### config.mk
export PLATFORM = sky130hd
export DESIGN_NAME = thick_line_rasterizer_core
export DESIGN_NICKNAME = d
export VERILOG_FILES = /design/src/rtl/tlr_pkg.sv /design/src/rtl/thick_line_rasterizer_core.sv
export VERILOG_INCLUDE_DIRS = /design/src /design/src/rtl
export SDC_FILE = /design/constraint.sdc
export NUM_CORES = 1
export LEC_CHECK = 0
export BUFFER_PORTS_ARGS = -buffer_cell sky130_fd_sc_hd__buf_4
export CORE_ASPECT_RATIO = 2
export CORE_MARGIN = 2
export CORE_UTILIZATION = 45
export DETAILED_ROUTE_END_ITERATION = 16
export GPL_ROUTABILITY_DRIVEN = 0
export GPL_TIMING_DRIVEN = 0
export PLACE_DENSITY = 0.69
export SYNTH_ARGS = -nofsm -noshare
export SYNTH_HDL_FRONTEND = slang
export SYNTH_SLANG_ARGS = --single-unit
### constraint.sdc
create_clock -name aclk -period 8.16 [get_ports aclk]
set_input_delay 0.408 -clock aclk [delete_from_list [all_inputs] [get_ports aclk]]
set_output_delay 0.408 -clock aclk [all_outputs]
set_load 0.005 [all_outputs]
### src/rtl/thick_line_rasterizer_core_assert.svh
// ----------------------------------------------------------------------------
// thick line rasterizer assertion macros
// concurrent checks clocked on aclk, disabled while aresetn is low
// ----------------------------------------------------------------------------
`ifndef THICK_LINE_RASTERIZER_CORE_ASSERT_SVH
`define THICK_LINE_RASTERIZER_CORE_ASSERT_SVH

// condition holds in the same cycle
`define TLR_ASSERT_SAME(label, ante, cons) \
    label: assert property (@(posedge aclk) disable iff (!aresetn) (ante) |-> (cons)) \
        else $error("thick line rasterizer check failed");

// condition holds in the following cycle
`define TLR_ASSERT_NEXT(label, ante, cons) \
    label: assert property (@(posedge aclk) disable iff (!aresetn) (ante) |=> (cons)) \
        else $error("thick line rasterizer check failed");

`endif

### src/rtl/tlr_pkg.sv
// ----------------------------------------------------------------------------
// tlr_pkg
// shared widths, defaults and codes of the thick line rasterizer
// ----------------------------------------------------------------------------
package tlr_pkg;

    localparam int DIM_BITS        = 12;
    localparam int ADDR_BITS       = 22;
    localparam int DEF_COORD_BITS  = 16;
    localparam int DEF_MAX_DIM     = 2048;

    localparam logic [DIM_BITS-1:0] RESET_WIDTH  = 12'd320;
    localparam logic [DIM_BITS-1:0] RESET_HEIGHT = 12'd240;

    localparam logic ACTION_LOAD = 1'b0;
    localparam logic ACTION_STEP = 1'b1;

    localparam logic REG_SCREEN_WIDTH  = 1'b0;
    localparam logic REG_SCREEN_HEIGHT = 1'b1;

    typedef logic [2:0] status_t;

    localparam status_t STATUS_ACCEPTED    = 3'd0;
    localparam status_t STATUS_CULL_OFFSCR = 3'd1;
    localparam status_t STATUS_CULL_SHORT  = 3'd2;
    localparam status_t STATUS_PIXELS      = 3'd3;
    localparam status_t STATUS_IDLE        = 3'd4;

endpackage

### src/rtl/thick_line_rasterizer_core.sv
// ----------------------------------------------------------------------------
// thick line rasterizer core
// two pixel wide bresenham line engine producing framebuffer addresses
// ----------------------------------------------------------------------------
// Usage: a request on the s_ channel either loads a segment (s_action low)
// or advances the active segment by one step (s_action high). Every request
// gives exactly one result on the m_ channel: a load reports accepted or
// culled, a step on an active segment reports three row-major pixel
// addresses (center, right, below) with in-bounds flags and marks the step
// that reaches the far end; a step with no active segment reports idle.
// The pixel color is fixed and implied, so no color is carried. Screen
// width and height are set through the cfg_ write port; the user must write
// them only while idle, the block itself does not enforce this. A request
// passes the input register, then the step/load logic and a 13x13 multiply
// into the result register. Throughput is one request per cycle while
// m_ready is high, as the bresenham state registers update once per request.
// Reset clears the segment (steps report idle) and sets the screen to
// 320x240. When m_ready is low the result holds, an empty input register
// still takes one request, and then s_ready drops until the result leaves.
// ----------------------------------------------------------------------------
`include "thick_line_rasterizer_core_assert.svh"

module thick_line_rasterizer_core #(
    parameter int COORD_BITS = tlr_pkg::DEF_COORD_BITS,
    parameter int MAX_DIM    = tlr_pkg::DEF_MAX_DIM
) (
    input  logic                              aclk,
    input  logic                              aresetn,

    input  logic                              cfg_we,
    input  logic                              cfg_addr,
    input  logic [tlr_pkg::DIM_BITS-1:0]      cfg_wdata,

    input  logic                              s_valid,
    output logic                              s_ready,
    input  logic                              s_action,
    input  logic signed [COORD_BITS-1:0]      s_x_start,
    input  logic signed [COORD_BITS-1:0]      s_y_start,
    input  logic signed [COORD_BITS-1:0]      s_x_end,
    input  logic signed [COORD_BITS-1:0]      s_y_end,

    output logic                              m_valid,
    input  logic                              m_ready,
    output logic [2:0]                        m_status,
    output logic [tlr_pkg::ADDR_BITS-1:0]     m_addr_center,
    output logic                              m_valid_center,
    output logic [tlr_pkg::ADDR_BITS-1:0]     m_addr_right,
    output logic                              m_valid_right,
    output logic [tlr_pkg::ADDR_BITS-1:0]     m_addr_below,
    output logic                              m_valid_below,
    output logic                              m_last_step
);

    localparam int DB  = tlr_pkg::DIM_BITS;
    localparam int AB  = tlr_pkg::ADDR_BITS;
    localparam int VW  = ((COORD_BITS > DB) ? COORD_BITS : DB) + 2;
    localparam int SW  = COORD_BITS + 1;
    localparam int EW  = COORD_BITS + 2;
    localparam int E2W = COORD_BITS + 3;

    localparam logic signed [VW-1:0] ONE_V = VW'(1);
    localparam logic signed [VW-1:0] TWO_V = VW'(2);

    // configuration
    logic [DB-1:0] width_reg, height_reg;
    logic [DB-1:0] cfg_sat;

    assign cfg_sat = (cfg_wdata > MAX_DIM) ? DB'(MAX_DIM) : cfg_wdata;

    always_ff @(posedge aclk) begin
        if (!aresetn) begin
            width_reg  <= tlr_pkg::RESET_WIDTH;
            height_reg <= tlr_pkg::RESET_HEIGHT;
        end else if (cfg_we) begin
            unique case (cfg_addr)
                tlr_pkg::REG_SCREEN_WIDTH:  width_reg  <= cfg_sat;
                tlr_pkg::REG_SCREEN_HEIGHT: height_reg <= cfg_sat;
                default: ;
            endcase
        end
    end

    // input register
    logic                         in_valid_reg;
    logic                         in_action_reg;
    logic signed [COORD_BITS-1:0] in_x0_reg, in_y0_reg, in_x1_reg, in_y1_reg;
    logic                         out_valid_reg;
    logic                         advance;

    assign advance = in_valid_reg && (!out_valid_reg || m_ready);
    assign s_ready = !in_valid_reg || advance;

    always_ff @(posedge aclk) begin
        if (!aresetn) begin
            in_valid_reg <= 1'b0;
        end else if (s_ready) begin
            in_valid_reg <= s_valid;
        end
    end

    always_ff @(posedge aclk) begin
        if (s_valid && s_ready) begin
            in_action_reg <= s_action;
            in_x0_reg     <= s_x_start;
            in_y0_reg     <= s_y_start;
            in_x1_reg     <= s_x_end;
            in_y1_reg     <= s_y_end;
        end
    end

    // bresenham state
    logic signed [COORD_BITS-1:0] cur_col_reg, cur_row_reg, goal_col_reg, goal_row_reg;
    logic signed [COORD_BITS-1:0] cur_col_next, cur_row_next, goal_col_next, goal_row_next;
    logic signed [SW-1:0]         span_col_reg, span_row_neg_reg;
    logic signed [SW-1:0]         span_col_next, span_row_neg_next;
    logic signed [EW-1:0]         error_term_reg, error_term_next;
    logic                         dir_col_neg_reg, dir_row_neg_reg, segment_active_reg;
    logic                         dir_col_neg_next, dir_row_neg_next, segment_active_next;

    // load path
    logic signed [VW-1:0] x0, y0, x1, y1, dx, dy, adx, ady, w_s, h_s;
    logic                 cull_off, cull_short;

    // step path
    logic signed [VW-1:0]        xc, yc, xr, yb;
    logic                        vis_c, vis_r, vis_b, at_goal;
    logic signed [DB:0]          y_m, w_m;
    logic signed [2*DB+1:0]      prod;
    logic [AB-1:0]               base;
    logic signed [E2W-1:0]       e2;
    logic                        step_col, step_row;
    logic signed [EW-1:0]        err_a;

    // result next values
    tlr_pkg::status_t status_next;
    logic [AB-1:0]    addr_c_next, addr_r_next, addr_b_next;
    logic             vc_next, vr_next, vb_next, last_next;

    assign w_s = signed'(VW'(width_reg));
    assign h_s = signed'(VW'(height_reg));

    assign x0  = VW'(in_x0_reg);
    assign y0  = VW'(in_y0_reg);
    assign x1  = VW'(in_x1_reg);
    assign y1  = VW'(in_y1_reg);
    assign dx  = x1 - x0;
    assign dy  = y1 - y0;
    assign adx = dx[VW-1] ? -dx : dx;
    assign ady = dy[VW-1] ? -dy : dy;

    assign cull_off = (x0[VW-1] && x1[VW-1]) || (x0 >= w_s && x1 >= w_s) ||
                      (y0[VW-1] && y1[VW-1]) || (y0 >= h_s && y1 >= h_s);
    assign cull_short = (adx < TWO_V) && (ady < TWO_V);

    assign xc = VW'(cur_col_reg);
    assign yc = VW'(cur_row_reg);
    assign xr = xc + ONE_V;
    assign yb = yc + ONE_V;

    assign vis_c = !xc[VW-1] && (xc < w_s) && !yc[VW-1] && (yc < h_s);
    assign vis_r = !xr[VW-1] && (xr < w_s) && !yc[VW-1] && (yc < h_s);
    assign vis_b = !xc[VW-1] && (xc < w_s) && !yb[VW-1] && (yb < h_s);

    assign y_m  = yc[DB:0];
    assign w_m  = signed'({1'b0, width_reg});
    assign prod = y_m * w_m;
    assign base = AB'(prod) + AB'(xc);

    assign at_goal = (cur_col_reg == goal_col_reg) && (cur_row_reg == goal_row_reg);

    assign e2       = E2W'(error_term_reg) <<< 1;
    assign step_col = e2 >= E2W'(span_row_neg_reg);
    assign step_row = e2 <= E2W'(span_col_reg);
    assign err_a    = step_col ? error_term_reg + EW'(span_row_neg_reg) : error_term_reg;

    always_comb begin
        cur_col_next        = cur_col_reg;
        cur_row_next        = cur_row_reg;
        goal_col_next       = goal_col_reg;
        goal_row_next       = goal_row_reg;
        span_col_next       = span_col_reg;
        span_row_neg_next   = span_row_neg_reg;
        error_term_next     = error_term_reg;
        dir_col_neg_next    = dir_col_neg_reg;
        dir_row_neg_next    = dir_row_neg_reg;
        segment_active_next = segment_active_reg;

        status_next = tlr_pkg::STATUS_IDLE;
        addr_c_next = '0;
        addr_r_next = '0;
        addr_b_next = '0;
        vc_next     = 1'b0;
        vr_next     = 1'b0;
        vb_next     = 1'b0;
        last_next   = 1'b0;

        if (in_action_reg == tlr_pkg::ACTION_LOAD) begin
            segment_active_next = 1'b0;
            if (cull_off) begin
                status_next = tlr_pkg::STATUS_CULL_OFFSCR;
            end else if (cull_short) begin
                status_next = tlr_pkg::STATUS_CULL_SHORT;
            end else begin
                status_next         = tlr_pkg::STATUS_ACCEPTED;
                cur_col_next        = in_x0_reg;
                cur_row_next        = in_y0_reg;
                goal_col_next       = in_x1_reg;
                goal_row_next       = in_y1_reg;
                span_col_next       = SW'(adx);
                span_row_neg_next   = SW'(-ady);
                error_term_next     = EW'(adx - ady);
                dir_col_neg_next    = !(x0 < x1);
                dir_row_neg_next    = !(y0 < y1);
                segment_active_next = 1'b1;
            end
        end else if (segment_active_reg) begin
            status_next = tlr_pkg::STATUS_PIXELS;
            vc_next     = vis_c;
            vr_next     = vis_r;
            vb_next     = vis_b;
            addr_c_next = vis_c ? base : '0;
            addr_r_next = vis_r ? base + AB'(1) : '0;
            addr_b_next = vis_b ? base + AB'(width_reg) : '0;
            if (at_goal) begin
                last_next           = 1'b1;
                segment_active_next = 1'b0;
            end else begin
                error_term_next = step_row ? err_a + EW'(span_col_reg) : err_a;
                if (step_col) begin
                    cur_col_next = dir_col_neg_reg ? cur_col_reg - COORD_BITS'(1)
                                                   : cur_col_reg + COORD_BITS'(1);
                end
                if (step_row) begin
                    cur_row_next = dir_row_neg_reg ? cur_row_reg - COORD_BITS'(1)
                                                   : cur_row_reg + COORD_BITS'(1);
                end
            end
        end
    end

    always_ff @(posedge aclk) begin
        if (!aresetn) begin
            cur_col_reg        <= '0;
            cur_row_reg        <= '0;
            goal_col_reg       <= '0;
            goal_row_reg       <= '0;
            span_col_reg       <= '0;
            span_row_neg_reg   <= '0;
            error_term_reg     <= '0;
            dir_col_neg_reg    <= 1'b0;
            dir_row_neg_reg    <= 1'b0;
            segment_active_reg <= 1'b0;
        end else if (advance) begin
            cur_col_reg        <= cur_col_next;
            cur_row_reg        <= cur_row_next;
            goal_col_reg       <= goal_col_next;
            goal_row_reg       <= goal_row_next;
            span_col_reg       <= span_col_next;
            span_row_neg_reg   <= span_row_neg_next;
            error_term_reg     <= error_term_next;
            dir_col_neg_reg    <= dir_col_neg_next;
            dir_row_neg_reg    <= dir_row_neg_next;
            segment_active_reg <= segment_active_next;
        end
    end

    // result register
    tlr_pkg::status_t status_reg;
    logic [AB-1:0]    addr_c_reg, addr_r_reg, addr_b_reg;
    logic             vc_reg, vr_reg, vb_reg, last_reg;

    always_ff @(posedge aclk) begin
        if (!aresetn) begin
            out_valid_reg <= 1'b0;
        end else if (advance) begin
            out_valid_reg <= 1'b1;
        end else if (m_ready) begin
            out_valid_reg <= 1'b0;
        end
    end

    always_ff @(posedge aclk) begin
        if (advance) begin
            status_reg <= status_next;
            addr_c_reg <= addr_c_next;
            addr_r_reg <= addr_r_next;
            addr_b_reg <= addr_b_next;
            vc_reg     <= vc_next;
            vr_reg     <= vr_next;
            vb_reg     <= vb_next;
            last_reg   <= last_next;
        end
    end

    assign m_valid        = out_valid_reg;
    assign m_status       = status_reg;
    assign m_addr_center  = addr_c_reg;
    assign m_valid_center = vc_reg;
    assign m_addr_right   = addr_r_reg;
    assign m_valid_right  = vr_reg;
    assign m_addr_below   = addr_b_reg;
    assign m_valid_below  = vb_reg;
    assign m_last_step    = last_reg;

    // checks
    `TLR_ASSERT_SAME(a_non_pixel_zero, m_valid && (m_status != tlr_pkg::STATUS_PIXELS), !(m_valid_center || m_valid_right || m_valid_below || m_last_step) && ((m_addr_center | m_addr_right | m_addr_below) == '0))
    `TLR_ASSERT_SAME(a_offscreen_addr_zero, m_valid, (m_valid_center || m_addr_center == '0) && (m_valid_right || m_addr_right == '0) && (m_valid_below || m_addr_below == '0))
    `TLR_ASSERT_SAME(a_empty_out_ready, !out_valid_reg, s_ready)
    `TLR_ASSERT_NEXT(a_advance_gives_result, advance, m_valid)
    `TLR_ASSERT_NEXT(a_last_ends_segment, advance && (in_action_reg == tlr_pkg::ACTION_STEP) && segment_active_reg && at_goal, !segment_active_reg && m_last_step)

endmodule
==> reports/qor.csv <==
metric,value,unit
post_layout_nonfiller_instances,4352,
root_buffer,clkbuf_16,
drv_cap,0,
tritoncts.num_buffers,29,
finalSetupViolations,0,
hold_viol_final,0,
grt_antenna_before_repair,0,
synth.yosys.seq_area_share,0.249,
crit_slowest_cell,clkbuf_1,
async_reset_ff_frac,0,
worst-endpoint-arrival,8.19,ns
postCtsSetupRepairBufs,0,
synthesis.nets,3840,
detail_route.first_pass.iterations,6,
register_bit_total_from_synthesis,283,
drt-wirelength-per-cell,20.5,um
worst-slew-pin-transition,1.27,ns
postSynthAreaPerCell,8.62,sq um
synth_top_area_cell,edfxtp_1,
grt_pass1_wl,138,mm
fp.dieW,181,um
synth-edff-count,138,
ir_drop,0.173,mV
initial_core_utilization,0.453,
n_fill_cell,5833,
run_status,"finished, final reports clean",
antenna_violating_nets_post_route,0,
insertion_delay,0.63,ns
die-area,65100,sq um
final_layout_size_suffix_gt1_frac,0.0815,
core_area,62500,sq um
cts_buffer_depth,3,
timing.critical_path.fanout_max,10,
grt_setup_unrepaired,false,
remaining_drc_errors,0,
placement.io_buffers,157,
cell_area_synth,28300,sq um
layout.core_utilization,0.516,
largest_net_degree_at_the_start_of_global_routing,66,
global_route.overflow_total,0,
power_switching,0.00202,W
synth_cells,3285,
netlist.area_leader.share,0.146,
fmaxAchievable,127,MHz
chipHeight,359,um
critPathMaxStageDelay,0.58,ns
yosysWarningCount,0,
via_count,25720,
area.growth.synth_to_final,13.8,%
antennaDiodeCount,0,
first_global_vias,24820,
slew_headroom,0.148,
dpl.hpwl,69.9,mm
finClkSkew,0.0430,ns
yosys.cell_types.count,86,
cp_common_cell,fa_1,
hold_path_class,in2reg,
pwr-share-clk,0.285,
p_leak,14.0,nW
internal_power,0.00315,W
pin_count,158,
switching_share,0.390,
viasPerCell,5.91,
layout.nets,4092,
crit_chain,clkbuf_1 > clkbuf_1 > nand2_1 > fa_1 > inv_1 > fa_1 > fa_1 > inv_1 > fa_1 > fa_1 > inv_1 > fa_1 > ha_1 > o2111ai_1 > nand3_1 > xnor2_1 > inv_1 > ha_1 > or3_1 > o21ai_1 > nor2b_1 > xnor2_1 > nor2b_1,
ys_dominant_reg_cell,dfxtp_1,
cp.required,8.50,ns
period_share,0.962,
seq_power_share,0.316,
std_cell_rows,130,
worstSetupStartpointType,flop,
global_route.usage.total,0.270,
power_density,160,nW/um^2
endpoint_kind,flop,
fin_tns_setup,0,ns
power.combinational.fraction,0.399,
path_class,reg2reg,
ctsHtreeMaxLevel,1,
post-route-min-period,7.85,ns
placed_cells,4236,
post_synth_main_area_contributors,"edfxtp_1, ha_1, fa_1",
cts_tree,done,
cts.sink_count,283,
clkSlewWorstSetupHoldPaths,0.07,ns
routed_wl,89.1,mm
drt_iter0_drc,2381,
report.final.slew_viol_count,0,
-- critical path, delay by kind of cell, from the launching register on --
kind,cells,cell delay (ns)
fa+ha+maj,8,3.62
buf+inv,6,1.32
simple gates,5,0.95
compound gates,2,0.66
xor+xnor,2,0.64
flops,1,0.36
-- path summary, 6_finish.rpt --
kind / start / to / slack [ns] / depth (start not counted)
worst max register to register: cur_row_reg[9] / m_addr_below[18] / 0.31 / 23
worst max-delay path: cur_row_reg[9] / m_addr_below[18] / 0.31 / 23
worst min register to register: goal_col_reg[12] / goal_col_reg[12] / 0.47 / 2
worst min-delay path: s_y_end[2] / in_y1_reg[2] / 0.02 / 1
-- per-layer routing --
| layer | global-route usage | part of all wire |
|---|---|---|
| met1 | 0.356 | 0.41 |
| met2 | 0.434 | 0.45 |
| met3 | 0.0496 | 0.090 |
| met4 | 0.117 | 0.048 |
| met5 | 0 | 0 |
-- synthesized netlist by cell type (16+ instances only) --
cell / instances
a211oi_1: 53
a21o_1: 53
a21oi_1: 170
a311oi_1: 16
a31oi_1: 17
and2_1: 73
and3_1: 20
buf_2: 16
clkbuf_1: 103
dfxtp_1: 145
edfxtp_1: 138
fa_1: 152
ha_1: 320
inv_1: 362
mux2i_1: 35
nand2_1: 280
nand2b_1: 41
nand3_1: 117
nand4_1: 44
nor2_1: 259
nor2b_1: 49
nor3_1: 62
o211ai_1: 32
o21a_1: 40
o21ai_0: 150
o31ai_1: 33
or3_1: 26
xnor2_1: 182
xor2_1: 57
-- through the flow --
step,instance area (sq um),total power [W],hold slack (ns),setup WS (ns)
2_1_floorplan,28300,0.00308,0.436,0.870
3_3_place_gp,30500,0.00360,0.449,-0.0105
3_5_place_dp,30500,0.00364,0.452,-0.0429
4_1_cts,32200,0.00512,0.00102,0.0510
5_1_grt,32200,0.00544,0.0129,0.0000444
6_report,32200,0.00517,0.0233,0.310
-- repair_timing --
| action | CTS | global route |
|---|---|---|
| endpoints found under the setup margin | 4 | 13 |
| gates resized for setup | 1 | 22 |
| hold buffers | 64 | 0 |
| hold endpoints to repair | 64 | 0 |
-- cells by family (layout without fill, tap and decap cells) --
group / after synthesis / count (layout) / synth area share
buf+inv: 497 / 772 / 0.0669
flops: 283 / 283 / 0.249
compound gates: 713 / 713 / 0.167
simple gates: 1031 / 1031 / 0.176
xor+xnor: 239 / 239 / 0.0739
fa+ha+maj: 472 / 472 / 0.249
mux: 50 / 50 / 0.0183
-- final cells by class --
type	instances	area, sq um	share of cell area
Clock buffer	34	796	0.0247
Timing Repair Buffer	223	1860	0.0577
Inverter	363	1360	0.0423
Tap cell	792	991	0.0308
Buffer	132	536	0.0166
Clock inverter	20	230	0.00715
Sequential cell	283	7050	0.219
Multi-Input combinational cell	2505	19400	0.602
-- cells in the final DEF, fill, tap and decap left out, types with 53 or more instances in the layout --
cell,count
nand2_1,280
nor3_1,61
o21ai_0,150
ha_1,320
edfxtp_1,138
nand3_1,117
a21oi_1,170
clkbuf_1,92
xor2_1,57
nor2_1,259
and2_1,72
a21o_1,53
inv_1,362
dfxtp_1,145
buf_4,157
fa_1,152
dlygate4sd3_1,64
a211oi_1,53
xnor2_1,182
-- power groups by stage --
stage,sequential (W),clock [W],combinational (W)
2_1_floorplan,0.00163,0,0.00145
3_3_place_gp,0.00167,0,0.00193
3_5_place_dp,0.00166,0,0.00197
4_1_cts,0.00163,0.00148,0.00202
5_1_grt,0.00164,0.00153,0.00227
6_report,0.00163,0.00148,0.00206
Note: power is estimated with default switching activity, not from simulation.
